$ cat src/rtl/mva_pkg.sv
// ----------------------------------------------------------------------------
// mva_pkg
// shared types and constants of the voice allocator
// ----------------------------------------------------------------------------
package mva_pkg;

    localparam int FM_VOICES_DEF  = 24;
    localparam int PSG_VOICES_DEF = 6;
    localparam int MAX_RESULTS    = 24;

    localparam logic [2:0] CMD_FM_ON    = 3'd0;
    localparam logic [2:0] CMD_FM_OFF   = 3'd1;
    localparam logic [2:0] CMD_DRUM     = 3'd2;
    localparam logic [2:0] CMD_FM_VOL   = 3'd3;
    localparam logic [2:0] CMD_PSG_ON   = 3'd4;
    localparam logic [2:0] CMD_PSG_OFF  = 3'd5;
    localparam logic [2:0] CMD_PSG_VOL  = 3'd6;
    localparam logic [2:0] CMD_DRUM_VOL = 3'd7;

    localparam logic [0:0] REG_DRUM_CH  = 1'b0;
    localparam logic [0:0] REG_PSG_CH   = 1'b1;

    localparam logic [6:0] CC_VOLUME     = 7'h07;
    localparam logic [6:0] CC_EXPRESSION = 7'h0B;
    localparam logic [5:0] DRUM_RESET    = 6'h20;

    localparam logic [3:0] OP_NOTE_OFF = 4'h8;
    localparam logic [3:0] OP_NOTE_ON  = 4'h9;
    localparam logic [3:0] OP_CTRL     = 4'hB;
    localparam logic [3:0] OP_PROG     = 4'hC;

    // voice entry in memory: used, channel, note, level, program
    typedef struct packed {
        logic       used;
        logic [3:0] chan;
        logic [6:0] note;
        logic [3:0] level;
        logic [6:0] prog;
    } t_voice;

    localparam int VOICE_W = $bits(t_voice);

    typedef enum logic [2:0] {
        ST_IDLE,
        ST_CLEAR,
        ST_READ,
        ST_EVAL,
        ST_OUT
    } t_state;

    typedef struct packed {
        logic [2:0] command;
        logic [4:0] voice_index;
        logic [6:0] note_number;
        logic [3:0] level_value;
        logic [6:0] program_number;
        logic [5:0] rhythm_mask;
        logic       last;
    } t_result;

    // drum note to bit, bit 3 set means not a drum note
    function automatic logic [3:0] drum_bit(input logic [6:0] note);
        case (note)
            7'h24:   drum_bit = 4'd4;
            7'h26:   drum_bit = 4'd3;
            7'h2F:   drum_bit = 4'd2;
            7'h31:   drum_bit = 4'd1;
            7'h2C:   drum_bit = 4'd0;
            7'h2E:   drum_bit = 4'd0;
            default: drum_bit = 4'd8;
        endcase
    endfunction

endpackage

$ cat src/rtl/mva_if.sv
// ----------------------------------------------------------------------------
// mva_byte_if / mva_cmd_if
// valid/ready channels for midi bytes and chip commands
// ----------------------------------------------------------------------------
interface mva_byte_if;
    logic       valid;
    logic       ready;
    logic [7:0] midi_byte;
    modport source (output valid, output midi_byte, input ready);
    modport sink   (input valid, input midi_byte, output ready);
endinterface

interface mva_cmd_if;
    logic       valid;
    logic       ready;
    logic [2:0] command;
    logic [4:0] voice_index;
    logic [6:0] note_number;
    logic [3:0] level_value;
    logic [6:0] program_number;
    logic [5:0] rhythm_mask;
    logic       last;
    modport source (output valid, output command, output voice_index, output note_number,
                    output level_value, output program_number, output rhythm_mask,
                    output last, input ready);
    modport sink   (input valid, input command, input voice_index, input note_number,
                    input level_value, input program_number, input rhythm_mask,
                    input last, output ready);
endinterface

$ cat src/rtl/midi_voice_allocator_core.sv
// ----------------------------------------------------------------------------
// midi_voice_allocator_core
// midi parser and fm/psg voice allocator, voice table in one ram
// ----------------------------------------------------------------------------
// flow: a status or ignored byte is taken in idle; a message byte that needs the table
//   goes to read, then to eval and out for each entry swept (a control also visits its
//   channel entry); out waits while a command transfer is still pending
// throughput: one byte at a time, set by the single ram port of the voice table
// reset: a clearing pass over all FM_VOICES+PSG_VOICES+16 entries writes zero entries,
//   no byte accepted during it; config back to drum 9, psg 15
module midi_voice_allocator_core #(
    parameter int FM_VOICES  = mva_pkg::FM_VOICES_DEF,
    parameter int PSG_VOICES = mva_pkg::PSG_VOICES_DEF
) (
    input  logic        i_clk,
    input  logic        i_rst_n,
    input  logic        i_cfg_we,
    input  logic [0:0]  i_cfg_index,
    input  logic [3:0]  i_cfg_data,
    mva_byte_if.sink    s_in,
    mva_cmd_if.source   m_out
);
    // ram layout: fm voices, then psg voices, then 16 channel entries
    localparam int DEPTH = FM_VOICES + PSG_VOICES + 16;
    localparam int AW    = $clog2(DEPTH);
    localparam int PSG_BASE = FM_VOICES;
    localparam int CH_BASE  = FM_VOICES + PSG_VOICES;

    mva_pkg::t_state r_state, n_state;
    logic [7:0] r_status, n_status;
    logic       r_count, n_count;
    logic [7:0] r_first, n_first;
    logic [5:0] r_drum, n_drum;
    logic [3:0] r_drum_ch, r_psg_ch;

    // current message being worked
    logic [3:0] r_op, n_op;
    logic [3:0] r_ch, n_ch;
    logic [6:0] r_key, n_key;     // note or control number
    logic [6:0] r_data, n_data;   // program or second data
    logic [AW-1:0] r_addr, n_addr;
    logic [AW-1:0] r_end, n_end;
    logic [4:0] r_nres, n_nres;
    logic       r_stop, n_stop;   // note-on done
    mva_pkg::t_result r_res, n_res;
    logic       r_pend, n_pend;   // a result held to learn whether it is last
    logic       r_ovalid, n_ovalid;
    mva_pkg::t_result r_ores, n_ores;

    logic          we;
    logic [AW-1:0] addr;
    mva_pkg::t_voice wdata, rdata;

    mva_ram #(.WIDTH(mva_pkg::VOICE_W), .DEPTH(DEPTH)) u_ram (
        .i_clk(i_clk), .i_we(we), .i_addr(addr), .i_wdata(wdata), .o_rdata(rdata)
    );

    // config registers
    always_ff @(posedge i_clk) begin
        if (!i_rst_n) begin
            r_drum_ch <= 4'd9;
            r_psg_ch  <= 4'd15;
        end else if (i_cfg_we) begin
            case (i_cfg_index)
                mva_pkg::REG_DRUM_CH: r_drum_ch <= i_cfg_data;
                mva_pkg::REG_PSG_CH:  r_psg_ch  <= i_cfg_data;
                default: ;
            endcase
        end
    end

    always_ff @(posedge i_clk) begin
        if (!i_rst_n) begin
            r_state  <= mva_pkg::ST_CLEAR;
            r_status <= '0;
            r_count  <= 1'b0;
            r_first  <= '0;
            r_drum   <= mva_pkg::DRUM_RESET;
            r_addr   <= '0;
            r_pend   <= 1'b0;
            r_ovalid <= 1'b0;
            r_nres   <= '0;
            r_stop   <= 1'b0;
        end else begin
            r_state  <= n_state;
            r_status <= n_status;
            r_count  <= n_count;
            r_first  <= n_first;
            r_drum   <= n_drum;
            r_addr   <= n_addr;
            r_pend   <= n_pend;
            r_ovalid <= n_ovalid;
            r_nres   <= n_nres;
            r_stop   <= n_stop;
        end
    end

    always_ff @(posedge i_clk) begin
        r_op   <= n_op;
        r_ch   <= n_ch;
        r_key  <= n_key;
        r_data <= n_data;
        r_end  <= n_end;
        r_res  <= n_res;
        r_ores <= n_ores;
    end

    assign s_in.ready = (r_state == mva_pkg::ST_IDLE) && !r_ovalid;

    assign m_out.valid          = r_ovalid;
    assign m_out.command        = r_ores.command;
    assign m_out.voice_index    = r_ores.voice_index;
    assign m_out.note_number    = r_ores.note_number;
    assign m_out.level_value    = r_ores.level_value;
    assign m_out.program_number = r_ores.program_number;
    assign m_out.rhythm_mask    = r_ores.rhythm_mask;
    assign m_out.last           = r_ores.last;

    logic [7:0] b;
    logic       in_xfer;
    logic       is_fm, is_psg, is_ch;
    logic [4:0] vidx;
    logic [3:0] lvl;
    logic [3:0] dbit;
    logic       hit;
    mva_pkg::t_voice nv;
    mva_pkg::t_result res;

    assign b        = s_in.midi_byte;
    assign in_xfer  = s_in.valid && s_in.ready;

    always_comb begin
        n_state  = r_state;
        n_status = r_status;
        n_count  = r_count;
        n_first  = r_first;
        n_drum   = r_drum;
        n_op     = r_op;
        n_ch     = r_ch;
        n_key    = r_key;
        n_data   = r_data;
        n_addr   = r_addr;
        n_end    = r_end;
        n_nres   = r_nres;
        n_stop   = r_stop;
        n_res    = r_res;
        n_pend   = r_pend;
        n_ovalid = r_ovalid && !m_out.ready;
        n_ores   = r_ores;
        we       = 1'b0;
        addr     = r_addr;
        wdata    = '0;
        is_fm    = (r_addr < AW'(PSG_BASE));
        is_psg   = !is_fm && (r_addr < AW'(CH_BASE));
        is_ch    = !is_fm && !is_psg;
        vidx     = is_fm ? 5'(r_addr) : 5'(r_addr - AW'(PSG_BASE));
        lvl      = r_data[6:3];
        dbit     = mva_pkg::drum_bit(r_first[6:0]);
        hit      = 1'b0;
        nv       = rdata;
        res      = '0;

        case (r_state)
            mva_pkg::ST_CLEAR: begin
                we = 1'b1;
                if (r_addr == AW'(DEPTH - 1)) begin
                    n_state = mva_pkg::ST_IDLE;
                    n_addr  = '0;
                end else begin
                    n_addr = r_addr + AW'(1);
                end
            end
            mva_pkg::ST_IDLE: begin
                if (in_xfer) begin
                    n_nres = '0;
                    n_stop = 1'b0;
                    n_pend = 1'b0;
                    if (b[7]) begin
                        if (b < 8'hF8) begin
                            n_status = (b[7:4] == mva_pkg::OP_NOTE_OFF ||
                                        b[7:4] == mva_pkg::OP_NOTE_ON ||
                                        b[7:4] == mva_pkg::OP_CTRL ||
                                        b[7:4] == mva_pkg::OP_PROG) ? b : 8'h00;
                            n_count = 1'b0;
                        end
                    end else if (r_status != 8'h00) begin
                        n_op = r_status[7:4];
                        n_ch = r_status[3:0];
                        if (!r_count) begin
                            n_first = b;
                            if (r_status[7:4] == mva_pkg::OP_PROG) begin
                                n_data = b[6:0];
                                n_addr = '0;
                                n_end  = AW'(PSG_BASE - 1);
                                n_state = mva_pkg::ST_READ;
                            end else begin
                                n_count = 1'b1;
                            end
                        end else begin
                            n_count = 1'b0;
                            n_key   = r_first[6:0];
                            n_data  = b[6:0];
                            if (r_status[7:4] == mva_pkg::OP_CTRL) begin
                                if (r_first[6:0] == mva_pkg::CC_VOLUME ||
                                    r_first[6:0] == mva_pkg::CC_EXPRESSION) begin
                                    if (r_status[3:0] == r_drum_ch) begin
                                        res.command     = mva_pkg::CMD_DRUM_VOL;
                                        res.level_value = b[6:3];
                                        res.last        = 1'b1;
                                        n_ores   = res;
                                        n_ovalid = 1'b1;
                                    end else begin
                                        // channel entry, then voices of that pool
                                        n_addr  = AW'(CH_BASE) + AW'(r_status[3:0]);
                                        n_state = mva_pkg::ST_READ;
                                        if (r_status[3:0] >= r_psg_ch) begin
                                            n_end = AW'(CH_BASE - 1);
                                        end else begin
                                            n_end = AW'(PSG_BASE - 1);
                                        end
                                    end
                                end
                            end else if (r_status[3:0] == r_drum_ch) begin
                                if (!dbit[3]) begin
                                    if (r_status[7:4] == mva_pkg::OP_NOTE_ON) begin
                                        n_drum = r_drum | (6'd1 << dbit[2:0]);
                                    end else begin
                                        n_drum = r_drum & ~(6'd1 << dbit[2:0]);
                                    end
                                    res.command     = mva_pkg::CMD_DRUM;
                                    res.rhythm_mask = n_drum;
                                    res.last        = 1'b1;
                                    n_ores   = res;
                                    n_ovalid = 1'b1;
                                end
                            end else begin
                                n_state = mva_pkg::ST_READ;
                                if (r_status[3:0] >= r_psg_ch) begin
                                    n_addr = AW'(PSG_BASE);
                                    n_end  = AW'(CH_BASE - 1);
                                end else begin
                                    n_addr = '0;
                                    n_end  = AW'(PSG_BASE - 1);
                                end
                            end
                        end
                    end
                end
            end
            mva_pkg::ST_READ: begin
                n_state = mva_pkg::ST_EVAL;
            end
            mva_pkg::ST_EVAL: begin
                // read data for r_addr is valid now
                res.voice_index = vidx;
                if (is_ch) begin
                    nv = rdata;
                    if (r_op == mva_pkg::OP_CTRL) begin
                        nv.level = lvl;
                    end else begin
                        nv.prog = r_data;
                    end
                    we = 1'b1;
                end else if (r_op == mva_pkg::OP_NOTE_ON) begin
                    if (!rdata.used) begin
                        hit = 1'b1;
                        nv.used = 1'b1;
                        nv.chan = r_ch;
                        nv.note = r_key;
                        we = 1'b1;
                        res.command     = is_fm ? mva_pkg::CMD_FM_ON : mva_pkg::CMD_PSG_ON;
                        res.note_number = r_key;
                        res.level_value = rdata.level;
                        res.program_number = is_fm ? rdata.prog : 7'd0;
                    end
                end else if (r_op == mva_pkg::OP_NOTE_OFF) begin
                    if (rdata.used && rdata.chan == r_ch && rdata.note == r_key) begin
                        hit = 1'b1;
                        nv.used = 1'b0;
                        we = 1'b1;
                        res.command     = is_fm ? mva_pkg::CMD_FM_OFF : mva_pkg::CMD_PSG_OFF;
                        res.note_number = r_key;
                        res.level_value = is_fm ? rdata.level : 4'd0;
                        res.program_number = is_fm ? rdata.prog : 7'd0;
                    end
                end else if (rdata.chan == r_ch) begin
                    hit = 1'b1;
                    we  = 1'b1;
                    if (r_op == mva_pkg::OP_CTRL) begin
                        nv.level = lvl;
                        res.command     = is_fm ? mva_pkg::CMD_FM_VOL : mva_pkg::CMD_PSG_VOL;
                        res.level_value = lvl;
                        res.program_number = is_fm ? rdata.prog : 7'd0;
                    end else begin
                        nv.prog = r_data;
                        res.command     = mva_pkg::CMD_FM_VOL;
                        res.level_value = rdata.level;
                        res.program_number = r_data;
                    end
                end
                wdata = nv;
                if (hit && r_op == mva_pkg::OP_NOTE_ON) begin
                    n_stop = 1'b1;
                end
                if (hit && r_nres < 5'(mva_pkg::MAX_RESULTS)) begin
                    n_nres = r_nres + 5'd1;
                    n_res  = res;
                    n_pend = 1'b1;
                    // a pending one is now known not last
                    if (r_pend) begin
                        n_ores   = r_res;
                        n_ovalid = 1'b1;
                    end
                end
                n_state = mva_pkg::ST_OUT;
            end
            mva_pkg::ST_OUT: begin
                // wait until the output register is free, then step on
                if (!r_ovalid) begin
                    if (r_addr == r_end || r_stop) begin
                        if (r_pend) begin
                            n_ores      = r_res;
                            n_ores.last = 1'b1;
                            n_ovalid    = 1'b1;
                            n_pend      = 1'b0;
                        end
                        n_state = mva_pkg::ST_IDLE;
                    end else begin
                        if (is_ch) begin
                            n_addr = (r_ch >= r_psg_ch) ? AW'(PSG_BASE) : '0;
                        end else begin
                            n_addr = r_addr + AW'(1);
                        end
                        addr    = n_addr;
                        n_state = mva_pkg::ST_EVAL;
                    end
                end
            end
            default: n_state = mva_pkg::ST_IDLE;
        endcase
        if (r_state == mva_pkg::ST_IDLE || r_state == mva_pkg::ST_READ) begin
            addr = (r_state == mva_pkg::ST_IDLE) ? n_addr : r_addr;
        end
    end

endmodule

$ cat src/rtl/mva_ram.sv
// ----------------------------------------------------------------------------
// mva_ram
// generic single port ram with registered read
// ----------------------------------------------------------------------------
module mva_ram #(
    parameter int WIDTH = 8,
    parameter int DEPTH = 16
) (
    input  logic                     i_clk,
    input  logic                     i_we,
    input  logic [$clog2(DEPTH)-1:0] i_addr,
    input  logic [WIDTH-1:0]         i_wdata,
    output logic [WIDTH-1:0]         o_rdata
);
    logic [WIDTH-1:0] r_mem [DEPTH];

    always_ff @(posedge i_clk) begin
        if (i_we) begin
            r_mem[i_addr] <= i_wdata;
        end
        o_rdata <= r_mem[i_addr];
    end
endmodule

$ cat src/flat_wrapper.sv
// flat-port wrapper written by rule: the top's interface ports become plain ports
module midi_voice_allocator_core_flat 
#(
    parameter int FM_VOICES  = mva_pkg::FM_VOICES_DEF,
    parameter int PSG_VOICES = mva_pkg::PSG_VOICES_DEF
)
  (i_clk, i_rst_n, i_cfg_we, i_cfg_index, i_cfg_data, s_in_valid, s_in_midi_byte, s_in_ready, m_out_valid, m_out_command, m_out_voice_index, m_out_note_number, m_out_level_value, m_out_program_number, m_out_rhythm_mask, m_out_last, m_out_ready);
  mva_byte_if s_in_i ();
  mva_cmd_if m_out_i ();
  input  logic i_clk;
  input  logic i_rst_n;
  input  logic i_cfg_we;
  input  logic [0:0] i_cfg_index;
  input  logic [3:0] i_cfg_data;
  input wire logic [$bits(s_in_i.valid)-1:0] s_in_valid;
  input wire logic [$bits(s_in_i.midi_byte)-1:0] s_in_midi_byte;
  output wire logic [$bits(s_in_i.ready)-1:0] s_in_ready;
  output wire logic [$bits(m_out_i.valid)-1:0] m_out_valid;
  output wire logic [$bits(m_out_i.command)-1:0] m_out_command;
  output wire logic [$bits(m_out_i.voice_index)-1:0] m_out_voice_index;
  output wire logic [$bits(m_out_i.note_number)-1:0] m_out_note_number;
  output wire logic [$bits(m_out_i.level_value)-1:0] m_out_level_value;
  output wire logic [$bits(m_out_i.program_number)-1:0] m_out_program_number;
  output wire logic [$bits(m_out_i.rhythm_mask)-1:0] m_out_rhythm_mask;
  output wire logic [$bits(m_out_i.last)-1:0] m_out_last;
  input wire logic [$bits(m_out_i.ready)-1:0] m_out_ready;
  assign s_in_i.valid = s_in_valid;
  assign s_in_i.midi_byte = s_in_midi_byte;
  assign s_in_ready = s_in_i.ready;
  assign m_out_valid = m_out_i.valid;
  assign m_out_command = m_out_i.command;
  assign m_out_voice_index = m_out_i.voice_index;
  assign m_out_note_number = m_out_i.note_number;
  assign m_out_level_value = m_out_i.level_value;
  assign m_out_program_number = m_out_i.program_number;
  assign m_out_rhythm_mask = m_out_i.rhythm_mask;
  assign m_out_last = m_out_i.last;
  assign m_out_i.ready = m_out_ready;
  midi_voice_allocator_core #(.FM_VOICES(FM_VOICES), .PSG_VOICES(PSG_VOICES)) u_core (.i_clk(i_clk), .i_rst_n(i_rst_n), .i_cfg_we(i_cfg_we), .i_cfg_index(i_cfg_index), .i_cfg_data(i_cfg_data), .s_in(s_in_i), .m_out(m_out_i));
endmodule
$ cat config.mk
export PLATFORM = sky130hd
export DESIGN_NAME = midi_voice_allocator_core_flat
export DESIGN_NICKNAME = d
export VERILOG_FILES = /design/src/rtl/mva_pkg.sv /design/src/rtl/mva_if.sv /design/src/rtl/midi_voice_allocator_core.sv /design/src/rtl/mva_ram.sv /design/src/flat_wrapper.sv
export SDC_FILE = /design/constraint.sdc
export NUM_CORES = 1
export LEC_CHECK = 0
export BUFFER_PORTS_ARGS = -buffer_cell sky130_fd_sc_hd__buf_4
export CAP_MARGIN = 20
export CORE_MARGIN = 4
export CORE_UTILIZATION = 49
export DETAILED_ROUTE_END_ITERATION = 16
export PLACE_DENSITY = 0.76
export SYNTH_ARGS = -nofsm -noshare
export SYNTH_HDL_FRONTEND = slang
export SYNTH_SLANG_ARGS = --single-unit
$ cat constraint.sdc
create_clock -name i_clk -period 7.3 [get_ports i_clk]
set_input_delay 1.095 -clock i_clk [delete_from_list [all_inputs] [get_ports i_clk]]
set_output_delay 1.095 -clock i_clk [all_outputs]
set_load 0.02 [all_outputs]
==> reports/results.tsv <==
metric	value	unit
status	completed	
power_leakage	0.01890	uW
grt_overflow	0	
r2r-end	u_core.u_ram.r_mem[15][22]	
drt.antenna.violating_nets	0	
hold_violations	0	
drc	0	
clk_latency	0.72	ns
slowest_stage	nor2_2	
die-area	0.1067	sq mm
grt_max_degree	106	
wl_per_cell	28.75	um
fin_skew	0.03890	ns
numCtsBuffers	113	
cts-root-buf	clkbuf_16	
fp.dieH	326.7	um
finalCritPeriodShare	0.7781	
post-place-ws	1.632	ns
max_clock_freq	0.1761	GHz
rows	116	
cts_resized	0	
routed_wl	147500	um
final_cell_mix	1145 x edfxtp_1, 574 x nand2_1, 279 x nand3_1	
synth_area_leaders	edfxtp_1 69%, nand2_1 4.3%, mux2i_1 3.4%	
dpl.hpwl	88900	um
grt_pass1_vias	31820	
viasPerCell	6.492	
antenna_found_initial	0	
fin_ws	1.620	ns
cp_top_family	simple AND/OR/NAND/NOR gates	
htreeDepth	3	
maxSlewHeadroom	0.2173	
synth.cell_area	0.04977	sq mm
vias	33300	
synth_area_per_cell	13.89	sq um
peakVddDrop	0.0002072	V
gp_congestion	0.9188	
worstSetupPathType	reg2reg	
dr_wl_met2	66060	um
start_util	0.4956	
final_core_util	0.5593	
hold_depth	2	
fin_nets	3705	
ys_warn_count	0	
synth_edf_count	1145	
fp.dieW	326.7	um
syn_to_final_growth	12.86	%
ys_async_sr_fraction	0	
netlist.area_leader.share	0.6908	
io_pins	53	
port_buffers	52	
critical_path_required	7.68	ns
antenna_cells	0	
crit_path_cell_trace	or3_1, a311o_1, inv_2, o211ai_4, inv_2, o211ai_4, o21ai_4, nand2_8, and2_1, nand2_1, nor2_2, buf_4	
cp.arrival	6.06	ns
clock_path_buffers	3	
end_kind	register	
path_clk_slew	0.06	ns
seq_area_frac_synth	0.7189	
grtUsageTotal	0.2687	
synth_largest_area_cell	edfxtp_1	
core-area	0.1004	sq mm
finalSetupViolations	0	
drv_cap	0	
worstMarginPinSlew	1.171	ns
hold_start	u_core.r_drum[4]	
grt_pass1_wl	213000	um
dpl_cell_area	0.05236	sq mm
tns	0	ns
wl_met1	51930	um
slew_viol_final	0	
r2r-start	u_core.r_state[2]	
layout_min_cycle_time	5.680	ns
first_pass_iters	6	
tritoncts	built	
rsz0062_at_grt	false	
stdcell_area	0.05617	sq mm
synth_ff_type	edfxtp_1	
slowest_delay	0.89	ns
hold_class	reg2reg	
synthCells	3584	
crit_fanout	55	
drive_gt1_frac	0.1432	
regToRegSetupSlack	1.62	ns
cp-start-kind	register	
cts_setup_buffers	0	
clkSinkCount	1215	
reg2reg_depth	12	
highest_layer	met4	
p_per_area	259.6	mW/mm^2
synth_fp_nets	3616	
ys_types	103	
whs	0.4539	ns
hold_end	u_core.r_drum[4]	
drt-initial-drc-count	5406	
hold_buffers	0	
wl_met3	21310	um
crit_buf_inv	3	
final_common_cell	edfxtp_1	
synth-seq-cells	1215	
-- metal layers --
layer  vias to the layer above  track usage
met3                       475      0.08587
met4                         0       0.1269
li1                      13920            -
met5                         -            0
met1                     16230       0.3504
met2                      2682       0.4113
-- tightest hold or removal path: stages, from the launching register on --
cell and delay [ns]:
dfxtp_1 0.31, nand2_1 0.05, a21oi_1 0.05
-- power breakdown --
part / internal, uW / switching, uW
sequential: 7600 / 95.8
combinational: 285 / 634
clock: 3380 / 2590
-- state kept, by name, summed over array words and instances (netlist names), 5 cells and up --
signal	count
u_core.r_data	7
u_core.m_out.note_number	7
u_core.r_end	6
u_core.u_ram.o_rdata	23
u_core.r_first	7
u_core.r_res	26
u_core.r_drum	6
u_core.m_out.voice_index	5
u_core.r_nres	5
u_core.u_ram.r_mem	1058
u_core.m_out.program_number	7
u_core.r_key	7
u_core.r_status	8
u_core.r_addr	6
u_core.m_out.rhythm_mask	6
-- layout make-up --
class	instances	area [sq um]
multi-input cells	2119	13180
repair buffers	201	1648
clock inverters	67	686.9
inverters	23	86.33
clock buffers	147	3088
well taps	1357	1698
fillers	7757	44260
flip-flops and latches	1215	35780
-- cell families (layout without fill, tap and decap cells) --
| logic type | count (synthesis) | in the layout | share of synthesized area |
|---|---|---|---|
| buffers and inverters | 250 | 438 | 0.02534 |
| muxes | 205 | 205 | 0.04211 |
| xor gates and xnor gates | 25 | 25 | 0.004399 |
| and+or+nand+nor | 1246 | 1246 | 0.1149 |
| adders and majority gates | 14 | 14 | 0.003519 |
| AOI/OAI and AO/OA | 629 | 629 | 0.09082 |
| DFF | 1215 | 1215 | 0.7189 |
-- cells in the mapped netlist, types with 27 or more instances --
cell type	count
dfxtp_1	70
buf_2	105
and2_1	34
a22oi_1	51
nand3_1	279
mux2i_1	170
mux2_2	33
a21oi_1	132
o21ai_0	93
a221oi_1	33
and3_1	27
nor2_1	164
a31oi_1	50
nand2_1	574
clkbuf_1	71
nor3_1	43
edfxtp_1	1145
nand4_1	38
-- worst max path at each step --
stage | cells past startpoint | endpoint | startpoint | slack [ns]
after global placement | 10 | u_core.u_ram.r_mem[15][14] | s_in_midi_byte[7] | 1.75
after global routing | 12 | u_core.u_ram.r_mem[15][21] | u_core.r_state[2] | 1.49
after CTS | 12 | u_core.u_ram.r_mem[15][22] | u_core.r_state[2] | 1.88
after floorplan | 13 | u_core.u_ram.r_mem[45][0] | s_in_midi_byte[7] | 1.69
after detailed placement | 11 | u_core.u_ram.r_mem[16][21] | s_in_midi_byte[7] | 1.63
final | 12 | u_core.u_ram.r_mem[15][22] | u_core.r_state[2] | 1.62
-- through the flow --
stage	total power (uW)	std cells
2_1_floorplan	8362	3584
3_3_place_gp	8692	4912
3_5_place_dp	8711	4913
4_1_cts	14550	5127
5_1_grt	14940	5129
6_report	14580	5129
Power figures use the tool's default switching activity.
